===== config.mk =====
export PLATFORM = sky130hd
export DESIGN_NAME = arp_cache_responder
export DESIGN_NICKNAME = d
export VERILOG_FILES = /design/src/sv/arpc_pkg.sv /design/src/sv/arp_cache_responder.sv /design/src/sv/arpc_ctrl.sv /design/src/sv/arpc_dp.sv
export SDC_FILE = /design/constraint.sdc
export NUM_CORES = 2
export LEC_CHECK = 0
export BUFFER_PORTS_ARGS = -buffer_cell sky130_fd_sc_hd__buf_4
export CORE_MARGIN = 5
export CORE_UTILIZATION = 68
export CTS_BUF_LIST = sky130_fd_sc_hd__clkbuf_8
export CTS_CLUSTER_SIZE = 12
export DETAILED_ROUTE_END_ITERATION = 12
export PLACE_DENSITY = 0.88
export SETUP_SLACK_MARGIN = 0.2
export SKIP_CTS_REPAIR_TIMING = 1
export SLEW_MARGIN = 20
export SYNTH_ARGS = -nofsm -noshare
export SYNTH_HDL_FRONTEND = slang
export SYNTH_HIERARCHICAL = 1
export SYNTH_SLANG_ARGS = --single-unit
export TNS_END_PERCENT = 20

===== constraint.sdc =====
create_clock -name clk_i -period 35 [get_ports clk_i]
set_input_delay 7 -clock clk_i [delete_from_list [all_inputs] [get_ports clk_i]]
set_output_delay 7 -clock clk_i [all_outputs]
set_load 0.005 [all_outputs]

===== src/sv/arpc_pkg.sv =====
`default_nettype none
// ---------------------------------------------------------------------------
// arpc_pkg
// Shared constants, codes and controller/datapath interface types for the
// ARP cache responder.
// ---------------------------------------------------------------------------
package arpc_pkg;

  localparam int unsigned CACHE_ENTRIES_DEF = 16;

  localparam int unsigned IP_W   = 32;
  localparam int unsigned MAC_W  = 48;
  localparam int unsigned TICK_W = 32;
  localparam int unsigned LEN_W  = 11;
  localparam int unsigned CFG_W  = 48;
  localparam int unsigned CFG_IDX_W = 1;

  // register indexes
  localparam logic [CFG_IDX_W-1:0] REG_OWN_IP  = 1'd0;
  localparam logic [CFG_IDX_W-1:0] REG_OWN_MAC = 1'd1;

  // result status codes
  localparam logic [1:0] STATUS_OK     = 2'd0;
  localparam logic [1:0] STATUS_TRUNC  = 2'd1;
  localparam logic [1:0] STATUS_UNSUPP = 2'd2;

  // item kinds
  localparam logic OP_FRAME   = 1'b0;
  localparam logic OP_RESOLVE = 1'b1;

  // frame field values
  localparam logic [LEN_W-1:0] MIN_ARP_LEN  = 11'd28;
  localparam logic [15:0]      HTYPE_ETH    = 16'h0001;
  localparam logic [15:0]      PTYPE_IPV4   = 16'h0800;
  localparam logic [7:0]       HLEN_ETH     = 8'd6;
  localparam logic [7:0]       PLEN_IPV4    = 8'd4;
  localparam logic [15:0]      ARP_OP_REQ   = 16'h0001;
  localparam logic [MAC_W-1:0] MAC_BCAST    = '1;

  typedef struct packed {
    logic load;  // capture request, restart scan
    logic scan;  // read one cache entry
    logic fin;   // update cache, register result
  } arpc_cmd_t;

  typedef struct packed {
    logic scan_last;  // last entry address being read
  } arpc_stat_t;

endpackage

`default_nettype wire


===== src/sv/arp_cache_responder.sv =====
`default_nettype none
// ---------------------------------------------------------------------------
// arp_cache_responder
// ARP responder with a small address cache: learns senders, answers
// requests for the own address and resolves addresses from the cache.
// ---------------------------------------------------------------------------
// A request is captured, the cache walked once and the compare stage drained;
// the result strobe is registered from the commit step. A new request is only
// taken when idle, as the single read port of the cache is walked per request.
// Reset: the cache comes up empty (valid bits cleared at once), own IP zero.
// The result is presented for one cycle; the receiver cannot stall it.
module arp_cache_responder #(
  parameter int unsigned CacheEntries = arpc_pkg::CACHE_ENTRIES_DEF
) (
  input  wire                            clk_i,
  input  wire                            rst_ni,
  input  wire                            start,
  output logic                           busy,
  input  wire                            cfg_we_i,
  input  wire [arpc_pkg::CFG_IDX_W-1:0]  cfg_idx_i,
  input  wire [arpc_pkg::CFG_W-1:0]      cfg_wdata_i,
  input  wire                            operation_i,
  input  wire [arpc_pkg::LEN_W-1:0]      frame_length_i,
  input  wire [15:0]                     hw_type_i,
  input  wire [15:0]                     proto_type_i,
  input  wire [7:0]                      hw_len_i,
  input  wire [7:0]                      proto_len_i,
  input  wire [15:0]                     arp_oper_i,
  input  wire [arpc_pkg::IP_W-1:0]       sender_ip_i,
  input  wire [arpc_pkg::MAC_W-1:0]      sender_hw_i,
  input  wire [arpc_pkg::IP_W-1:0]       target_ip_i,
  input  wire [arpc_pkg::MAC_W-1:0]      src_mac_i,
  input  wire [arpc_pkg::TICK_W-1:0]     now_tick_i,
  output logic                           done_o,
  output logic [1:0]                     status_o,
  output logic                           hit_o,
  output logic [arpc_pkg::MAC_W-1:0]     resolved_mac_o,
  output logic                           send_valid_o,
  output logic                           send_is_reply_o,
  output logic [arpc_pkg::MAC_W-1:0]     send_dest_mac_o,
  output logic [arpc_pkg::MAC_W-1:0]     send_target_mac_o,
  output logic [arpc_pkg::IP_W-1:0]      send_target_ip_o
);
  import arpc_pkg::*;

  arpc_cmd_t  cmd;
  arpc_stat_t stat;

  arpc_ctrl u_ctrl (
    .clk_i   (clk_i),
    .rst_ni  (rst_ni),
    .start_i (start),
    .stat_i  (stat),
    .cmd_o   (cmd),
    .busy_o  (busy)
  );

  arpc_dp #(
    .CacheEntries (CacheEntries)
  ) u_dp (
    .clk_i             (clk_i),
    .rst_ni            (rst_ni),
    .cmd_i             (cmd),
    .stat_o            (stat),
    .cfg_we_i          (cfg_we_i),
    .cfg_idx_i         (cfg_idx_i),
    .cfg_wdata_i       (cfg_wdata_i),
    .operation_i       (operation_i),
    .frame_length_i    (frame_length_i),
    .hw_type_i         (hw_type_i),
    .proto_type_i      (proto_type_i),
    .hw_len_i          (hw_len_i),
    .proto_len_i       (proto_len_i),
    .arp_oper_i        (arp_oper_i),
    .sender_ip_i       (sender_ip_i),
    .sender_hw_i       (sender_hw_i),
    .target_ip_i       (target_ip_i),
    .src_mac_i         (src_mac_i),
    .now_tick_i        (now_tick_i),
    .done_o            (done_o),
    .status_o          (status_o),
    .hit_o             (hit_o),
    .resolved_mac_o    (resolved_mac_o),
    .send_valid_o      (send_valid_o),
    .send_is_reply_o   (send_is_reply_o),
    .send_dest_mac_o   (send_dest_mac_o),
    .send_target_mac_o (send_target_mac_o),
    .send_target_ip_o  (send_target_ip_o)
  );

`ifndef SYNTHESIS
  // a result only follows the commit step, and the block is free again then
  a_done_after_fin : assert property (@(posedge clk_i) disable iff (!rst_ni)
    done_o |-> ($past(cmd.fin) && !busy))
    else $error("result strobe without commit");

  // a captured request always keeps the block busy for the scan
  a_load_busy : assert property (@(posedge clk_i) disable iff (!rst_ni)
    cmd.load |=> busy)
    else $error("request captured but block not busy");

  // a hit never asks for a frame to be sent
  a_hit_no_send : assert property (@(posedge clk_i) disable iff (!rst_ni)
    (done_o && hit_o) |-> !send_valid_o)
    else $error("hit together with send request");

  // a dropped frame sends nothing and reports no hit
  a_drop_quiet : assert property (@(posedge clk_i) disable iff (!rst_ni)
    (done_o && (status_o != STATUS_OK)) |-> (!send_valid_o && !hit_o))
    else $error("dropped frame produced output");
`endif

endmodule

`default_nettype wire


===== src/sv/arpc_ctrl.sv =====
`default_nettype none
// ---------------------------------------------------------------------------
// arpc_ctrl
// Sequencer: capture, one pass over the cache, drain the compare stage,
// then commit the update and the result.
// ---------------------------------------------------------------------------
module arpc_ctrl (
  input  wire                   clk_i,
  input  wire                   rst_ni,
  input  wire                   start_i,
  input  wire arpc_pkg::arpc_stat_t stat_i,
  output arpc_pkg::arpc_cmd_t   cmd_o,
  output logic                  busy_o
);
  import arpc_pkg::*;

  localparam logic [1:0] ST_IDLE  = 2'd0;
  localparam logic [1:0] ST_SCAN  = 2'd1;
  localparam logic [1:0] ST_DRAIN = 2'd2;
  localparam logic [1:0] ST_FIN   = 2'd3;

  logic [1:0] state_q, state_d;

  always_comb begin
    state_d    = state_q;
    cmd_o.load = 1'b0;
    cmd_o.scan = 1'b0;
    cmd_o.fin  = 1'b0;
    case (state_q)
      ST_IDLE: begin
        if (start_i) begin
          cmd_o.load = 1'b1;
          state_d    = ST_SCAN;
        end
      end
      ST_SCAN: begin
        cmd_o.scan = 1'b1;
        if (stat_i.scan_last) state_d = ST_DRAIN;
      end
      ST_DRAIN: state_d = ST_FIN;
      ST_FIN: begin
        cmd_o.fin = 1'b1;
        state_d   = ST_IDLE;
      end
      default: state_d = ST_IDLE;
    endcase
  end

  always_ff @(posedge clk_i or negedge rst_ni) begin
    if (!rst_ni) state_q <= ST_IDLE;
    else         state_q <= state_d;
  end

  assign busy_o = (state_q != ST_IDLE);

endmodule

`default_nettype wire


===== src/sv/arpc_dp.sv =====
`default_nettype none
// ---------------------------------------------------------------------------
// arpc_dp
// Datapath: request capture, cache memory with per-entry valid bits,
// scan compare stage (match, first free, oldest) and result register.
// ---------------------------------------------------------------------------
module arpc_dp #(
  parameter int unsigned CacheEntries = arpc_pkg::CACHE_ENTRIES_DEF
) (
  input  wire                            clk_i,
  input  wire                            rst_ni,
  input  wire arpc_pkg::arpc_cmd_t       cmd_i,
  output arpc_pkg::arpc_stat_t           stat_o,
  input  wire                            cfg_we_i,
  input  wire [arpc_pkg::CFG_IDX_W-1:0]  cfg_idx_i,
  input  wire [arpc_pkg::CFG_W-1:0]      cfg_wdata_i,
  input  wire                            operation_i,
  input  wire [arpc_pkg::LEN_W-1:0]      frame_length_i,
  input  wire [15:0]                     hw_type_i,
  input  wire [15:0]                     proto_type_i,
  input  wire [7:0]                      hw_len_i,
  input  wire [7:0]                      proto_len_i,
  input  wire [15:0]                     arp_oper_i,
  input  wire [arpc_pkg::IP_W-1:0]       sender_ip_i,
  input  wire [arpc_pkg::MAC_W-1:0]      sender_hw_i,
  input  wire [arpc_pkg::IP_W-1:0]       target_ip_i,
  input  wire [arpc_pkg::MAC_W-1:0]      src_mac_i,
  input  wire [arpc_pkg::TICK_W-1:0]     now_tick_i,
  output logic                           done_o,
  output logic [1:0]                     status_o,
  output logic                           hit_o,
  output logic [arpc_pkg::MAC_W-1:0]     resolved_mac_o,
  output logic                           send_valid_o,
  output logic                           send_is_reply_o,
  output logic [arpc_pkg::MAC_W-1:0]     send_dest_mac_o,
  output logic [arpc_pkg::MAC_W-1:0]     send_target_mac_o,
  output logic [arpc_pkg::IP_W-1:0]      send_target_ip_o
);
  import arpc_pkg::*;

  localparam int unsigned IdxW = (CacheEntries > 1) ? $clog2(CacheEntries) : 1;
  localparam int unsigned EntW = IP_W + TICK_W + MAC_W;
  localparam logic [IdxW-1:0] LastIdx = IdxW'(CacheEntries - 1);

  // configuration; own_mac is the sender address of the frame builder
  // downstream and nothing here depends on it
  logic [IP_W-1:0] own_ip_q;

  always_ff @(posedge clk_i or negedge rst_ni) begin
    if (!rst_ni) begin
      own_ip_q <= '0;
    end else if (cfg_we_i && (cfg_idx_i == REG_OWN_IP)) begin
      own_ip_q <= cfg_wdata_i[IP_W-1:0];
    end
  end

  // captured request
  logic              op_q;
  logic [LEN_W-1:0]  flen_q;
  logic [15:0]       htype_q, ptype_q, aop_q;
  logic [7:0]        hlen_q, plen_q;
  logic [IP_W-1:0]   sip_q, tip_q;
  logic [MAC_W-1:0]  shw_q, smac_q;
  logic [TICK_W-1:0] tick_q;

  always_ff @(posedge clk_i) begin
    if (cmd_i.load) begin
      op_q    <= operation_i;
      flen_q  <= frame_length_i;
      htype_q <= hw_type_i;
      ptype_q <= proto_type_i;
      hlen_q  <= hw_len_i;
      plen_q  <= proto_len_i;
      aop_q   <= arp_oper_i;
      sip_q   <= sender_ip_i;
      shw_q   <= sender_hw_i;
      tip_q   <= target_ip_i;
      smac_q  <= src_mac_i;
      tick_q  <= now_tick_i;
    end
  end

  // scan address
  logic [IdxW-1:0] rd_idx_q;

  always_ff @(posedge clk_i or negedge rst_ni) begin
    if (!rst_ni) begin
      rd_idx_q <= '0;
    end else if (cmd_i.load) begin
      rd_idx_q <= '0;
    end else if (cmd_i.scan) begin
      rd_idx_q <= rd_idx_q + 1'b1;
    end
  end

  assign stat_o.scan_last = (rd_idx_q == LastIdx);

  // cache store: {ip, tick, mac}; an entry without its valid bit reads as
  // free with tick zero
  logic [EntW-1:0]         mem_q [CacheEntries];
  logic [CacheEntries-1:0] valid_q;
  logic [EntW-1:0]         rdata_q;
  logic                    rvld_q;
  logic                    pend_q;
  logic [IdxW-1:0]         pend_idx_q;

  logic                    wr_en;
  logic [IdxW-1:0]         wr_idx;

  always_ff @(posedge clk_i) begin
    if (wr_en) mem_q[wr_idx] <= {sip_q, tick_q, smac_q};
    if (cmd_i.scan) begin
      rdata_q    <= mem_q[rd_idx_q];
      rvld_q     <= valid_q[rd_idx_q];
      pend_idx_q <= rd_idx_q;
    end
  end

  always_ff @(posedge clk_i or negedge rst_ni) begin
    if (!rst_ni) begin
      valid_q <= '0;
      pend_q  <= 1'b0;
    end else begin
      pend_q <= cmd_i.scan;
      if (wr_en) valid_q[wr_idx] <= 1'b1;
    end
  end

  // compare stage
  logic [IP_W-1:0]   ent_ip;
  logic [TICK_W-1:0] ent_tick;
  logic [MAC_W-1:0]  ent_mac;
  logic [IP_W-1:0]   key;
  logic              ent_match;

  assign ent_ip   = rvld_q ? rdata_q[EntW-1 -: IP_W] : '0;
  assign ent_tick = rvld_q ? rdata_q[MAC_W +: TICK_W] : '0;
  assign ent_mac  = rdata_q[MAC_W-1:0];
  assign key      = (op_q == OP_RESOLVE) ? tip_q : sip_q;
  // address zero never matches, free slots included
  assign ent_match = (ent_ip == key) && (key != '0);

  logic              match_q, free_q;
  logic [IdxW-1:0]   match_idx_q, free_idx_q, old_idx_q;
  logic [TICK_W-1:0] old_tick_q;
  logic [MAC_W-1:0]  match_mac_q;

  always_ff @(posedge clk_i or negedge rst_ni) begin
    if (!rst_ni) begin
      match_q <= 1'b0;
      free_q  <= 1'b0;
    end else if (cmd_i.load) begin
      match_q <= 1'b0;
      free_q  <= 1'b0;
    end else if (pend_q) begin
      if (ent_match) match_q <= 1'b1;
      if (ent_ip == '0) free_q <= 1'b1;
    end
  end

  always_ff @(posedge clk_i) begin
    if (pend_q) begin
      if (ent_match && !match_q) begin
        match_idx_q <= pend_idx_q;
        match_mac_q <= ent_mac;
      end
      if ((ent_ip == '0) && !free_q) free_idx_q <= pend_idx_q;
      // strict less-than keeps the lowest index on ties
      if ((pend_idx_q == '0) || (ent_tick < old_tick_q)) begin
        old_tick_q <= ent_tick;
        old_idx_q  <= pend_idx_q;
      end
    end
  end

  // request decode
  logic trunc, unsupp, frame_ok, reply, miss, hit;

  assign trunc    = (flen_q < MIN_ARP_LEN);
  assign unsupp   = (htype_q != HTYPE_ETH) || (ptype_q != PTYPE_IPV4) ||
                    (hlen_q != HLEN_ETH) || (plen_q != PLEN_IPV4);
  assign frame_ok = (op_q == OP_FRAME) && !trunc && !unsupp;
  assign reply    = frame_ok && (aop_q == ARP_OP_REQ) && (tip_q == own_ip_q);
  assign hit      = (op_q == OP_RESOLVE) && match_q;
  assign miss     = (op_q == OP_RESOLVE) && !match_q;

  assign wr_en  = cmd_i.fin && frame_ok && (sip_q != '0);
  assign wr_idx = match_q ? match_idx_q : (free_q ? free_idx_q : old_idx_q);

  // result register
  always_ff @(posedge clk_i or negedge rst_ni) begin
    if (!rst_ni) done_o <= 1'b0;
    else         done_o <= cmd_i.fin;
  end

  always_ff @(posedge clk_i) begin
    if (cmd_i.fin) begin
      if (op_q == OP_RESOLVE) status_o <= STATUS_OK;
      else if (trunc)         status_o <= STATUS_TRUNC;
      else if (unsupp)        status_o <= STATUS_UNSUPP;
      else                    status_o <= STATUS_OK;
      hit_o             <= hit;
      resolved_mac_o    <= hit ? match_mac_q : '0;
      send_valid_o      <= reply || miss;
      send_is_reply_o   <= reply;
      send_dest_mac_o   <= reply ? smac_q : (miss ? MAC_BCAST : '0);
      send_target_mac_o <= reply ? shw_q : '0;
      send_target_ip_o  <= reply ? sip_q : (miss ? tip_q : '0);
    end
  end

endmodule

`default_nettype wire

==> impl_metrics.yaml <==
place:
  dp.final_hpwl_um: 131000
  placed_cells: 6117
  numPortBuffers: 485
  gp_congestion: 0.902
worst_setup_path:
  cp_top_family: "flip-flops"
  critPathMaxStageDelay_ps: 450
  crit_chain: "inv_1, ha_1, inv_2, buf_4"
  start_kind: "flip-flop"
  required_ps: 28000
  worstSetupPathType: "flip-flop to output pin"
  end_kind: "output pin"
  cp.arrival_ps: 1980
  crit_buf_inv: 3
  crit_slowest_cell: "dfrtp_1"
  critPathMaxFanout: 4
global_routing:
  grt-ovfl-total: 0
  grt_first_pass_wirelength_um: 353000
  first_global_vias: 49900
  grt_max_degree: 154
  antenna_found_initial: 7
  grt_usage_pct: 34.4
final_layout:
  syn2layout_area_growth_pct: 14.0
  multi_input_area_sq_um: 17700
  finalNetCount: 5072
  fin_cells: 6797
  drive_above_1_share_pct: 33.6
  post-route-util_pct: 77.7
  seq_area_sq_um: 75000
  n_fill_cell: 5954
sta:
  tightest_slew_ps: 1240
  skew_ps: 68.8
  fmax_mhz: 111
  min_period_over_period_pct: 25.6
  slew_headroom_pct: 17.0
  fin_tns_setup_ps: 0
  hold_ws_ps: 392
  setup_viol_count_final: 0
  finalHoldViolCount: 0
  slew_violations: 0
  rsz0062_at_grt: "no"
  fin_crit_ps: 8980
floorplan:
  fp.dieArea_sq_um: 145000
  die_w_um: 381
  ios: 504
  coreArea_sq_um: 137000
  initial_core_util_pct: 68.2
  die_h_um: 381
  row_count: 136
route:
  postRouteAntennaNets: 0
  wl_met1_um: 79800
  num_vias: 48100
  dr.pass1.iters: 8
  dr_wl_met3_um: 31200
  post_drt_wl_per_cell_um: 36.8
  drt_iter0_drc: 7734
  top_layer: "met5"
  wl_met2_um: 127000
  vias_per_cell: 7.08
  drt-total-wl_um: 250000
  route.detailed.drc: 0
hold_path:
  hold_class: "flip-flop to flip-flop"
power:
  internal_power_w: 0.00556
  power_frac_comb_pct: 19.8
  cellPowerDensity_nw_per_um2: 72.3
  p_switching_w: 0.00215
  netSwitchingFraction_pct: 27.9
  clockPowerShare_pct: 29.4
  power_frac_seq_pct: 50.8
  p_leak_nw: 35.4
  ir_worst_vdd_mv: 0.0589
cts:
  clock-root-buffer: "clkbuf_8"
  cts.htree.levels: 5
  cts_buffer_depth: 4
  cts_sinks: 2506
  clk_pin_slew_worst_paths_ps: 60
  cts_inserted_buffers: 384
  clock_latency_ps: 1030
  cts_tree: "yes"
yosys:
  ys.flop_type: "edfxtp_1"
  synth_edf_count: 2448
  postSynthAreaPerCell_sq_um: 23.7
  synth.distinct_cells: 68
  synthCells: 3934
  synthesis.nets: 4292
  syn_area_sq_um: 93400
  yosysSeqAreaShare_pct: 80.3
  synth.ff_latch_count: 2506
  yosys_warnings: 6
  synthArstFlopShare_pct: 2.31
run_status:
  status: "completed"
flow_run:
  maxCapViolations: 0
-- flip-flops by register name (all words and copies together), names as in the netlist, 8 cells and up --
signal,count
u_dp/mem_q,1792
u_dp/rdata_q,112
u_dp/match_mac_q,48
u_dp/resolved_mac_o,48
u_dp/send_dest_mac_o,48
u_dp/send_target_mac_o,48
u_dp/shw_q,48
u_dp/smac_q,48
u_dp/old_tick_q,32
u_dp/own_ip_q,32
u_dp/send_target_ip_o,32
u_dp/sip_q,32
u_dp/tick_q,32
u_dp/tip_q,32
u_dp/aop_q,16
u_dp/htype_q,16
u_dp/ptype_q,16
u_dp/valid_q,16
u_dp/flen_q,9
u_dp/hlen_q,8
u_dp/plen_q,8
-- cells by family (layout without fill, tap and decap cells) --
kind of cell,after synthesis,after routing,share of synthesized area (%)
flip-flops,2506,2506,80.3
multiplexers,636,636,14.4
AND/OR/NAND/NOR,316,316,1.96
buffers and inverters,217,1282,0.994
AO/OA/AOI/OAI,168,168,1.36
XOR/XNOR,54,54,0.506
adder cells (fa/ha/maj),37,37,0.496
other,0,4,0
-- per-stage QoR --
stage	area [sq um]	power, W	setup slack [ps]
2_1_floorplan	93400	0.00489	20770
3_3_place_gp	99400	0.00533	25200
3_5_place_dp	99400	0.00543	25080
4_1_cts	106000	0.00768	25920
5_1_grt	106000	0.00796	25910
6_report	106000	0.00770	26020
-- cells in the mapped netlist (20+ instances only) --
master / number / share of area (%)
mux2_2: 34 / 0.41
and3_1: 49 / 0.33
mux4_2: 565 / 14
nor2_1: 41 / 0.16
dfrtp_1: 58 / 1.6
a21o_1: 60 / 0.48
nand4_1: 21 / 0.14
a22o_1: 33 / 0.31
inv_1: 36 / 0.14
and2_1: 83 / 0.56
buf_1: 20 / 0.080
xor2_1: 32 / 0.30
edfxtp_1: 2448 / 79
buf_2: 50 / 0.27
xnor2_1: 22 / 0.21
ha_1: 37 / 0.50
mux2i_1: 35 / 0.38
clkbuf_1: 105 / 0.42
nand2_1: 34 / 0.14
nor4_1: 42 / 0.28
-- worst paths after layout --
check                             startpoint                   end  slack [ps]  cells past startpoint
hold / removal              u_dp/rdata_q[28]  u_dp/match_mac_q[28]         390                      0
setup reg to reg            u_dp/rd_idx_q[0]      u_dp/rdata_q[66]       29390                      7
hold reg to reg             u_dp/rdata_q[28]  u_dp/match_mac_q[28]         390                      0
setup / recovery           u_ctrl/state_q[0]                  busy       26020                      4
min in group asynchronous             rst_ni     u_dp/own_ip_q[24]        6100                      1
max in group asynchronous             rst_ni      u_dp/rd_idx_q[1]       28180                      1
-- power groups by stage --
stage | Combinational, W | Sequential, W | Clock [W]
detailed placement | 0.00148 | 0.00395 | 0
global placement | 0.00139 | 0.00393 | 0
CTS | 0.00151 | 0.00390 | 0.00227
global route | 0.00160 | 0.00393 | 0.00243
finish | 0.00153 | 0.00391 | 0.00226
floorplan | 0.000992 | 0.00390 | 0
-- cell type report --
class	count	area share (%)
inverters	37	0.130
repair buffers	574	4.23
well taps	1794	2.11
clock inverters	270	1.31
diodes	4	0.00940
clock buffers	401	5.18
flip-flops and latches	2506	70.4
multi-input cells	1211	16.6
-- cell usage in the layout (no fill, tap or decap), types with 5 or more instances in the layout --
| cell | count |
|---|---|
| xor2_1 | 32 |
| buf_12 | 6 |
| edfxtp_1 | 2448 |
| nor4_1 | 42 |
| nor2_4 | 16 |
| and2_1 | 82 |
| clkinv_2 | 52 |
| clkbuf_8 | 401 |
| a21o_1 | 60 |
| a21oi_1 | 16 |
| o21bai_1 | 16 |
| nand3_1 | 10 |
| o21ai_0 | 10 |
| inv_1 | 135 |
| mux2_2 | 34 |
| nor3_1 | 7 |
| and3_1 | 49 |
| nand4_1 | 21 |
| xnor2_1 | 22 |
| buf_16 | 5 |
| nor4b_1 | 6 |
| bufinv_16 | 11 |
| mux2i_1 | 35 |
| mux4_2 | 565 |
| dfrtp_1 | 53 |
| ha_1 | 35 |
| a22o_1 | 33 |
| nand2_1 | 34 |
| buf_4 | 558 |
| clkinv_1 | 103 |
| nor2_1 | 25 |
-- layer usage --
layer / vias up / GRT usage, %
met2: 4779 / 56.7
met4: 8 / 16.2
met1: 24300 / 44.8
li1: 18200 / -
met5: - / 0
met3: 820 / 7.58
Power figures use the tool's default switching activity.
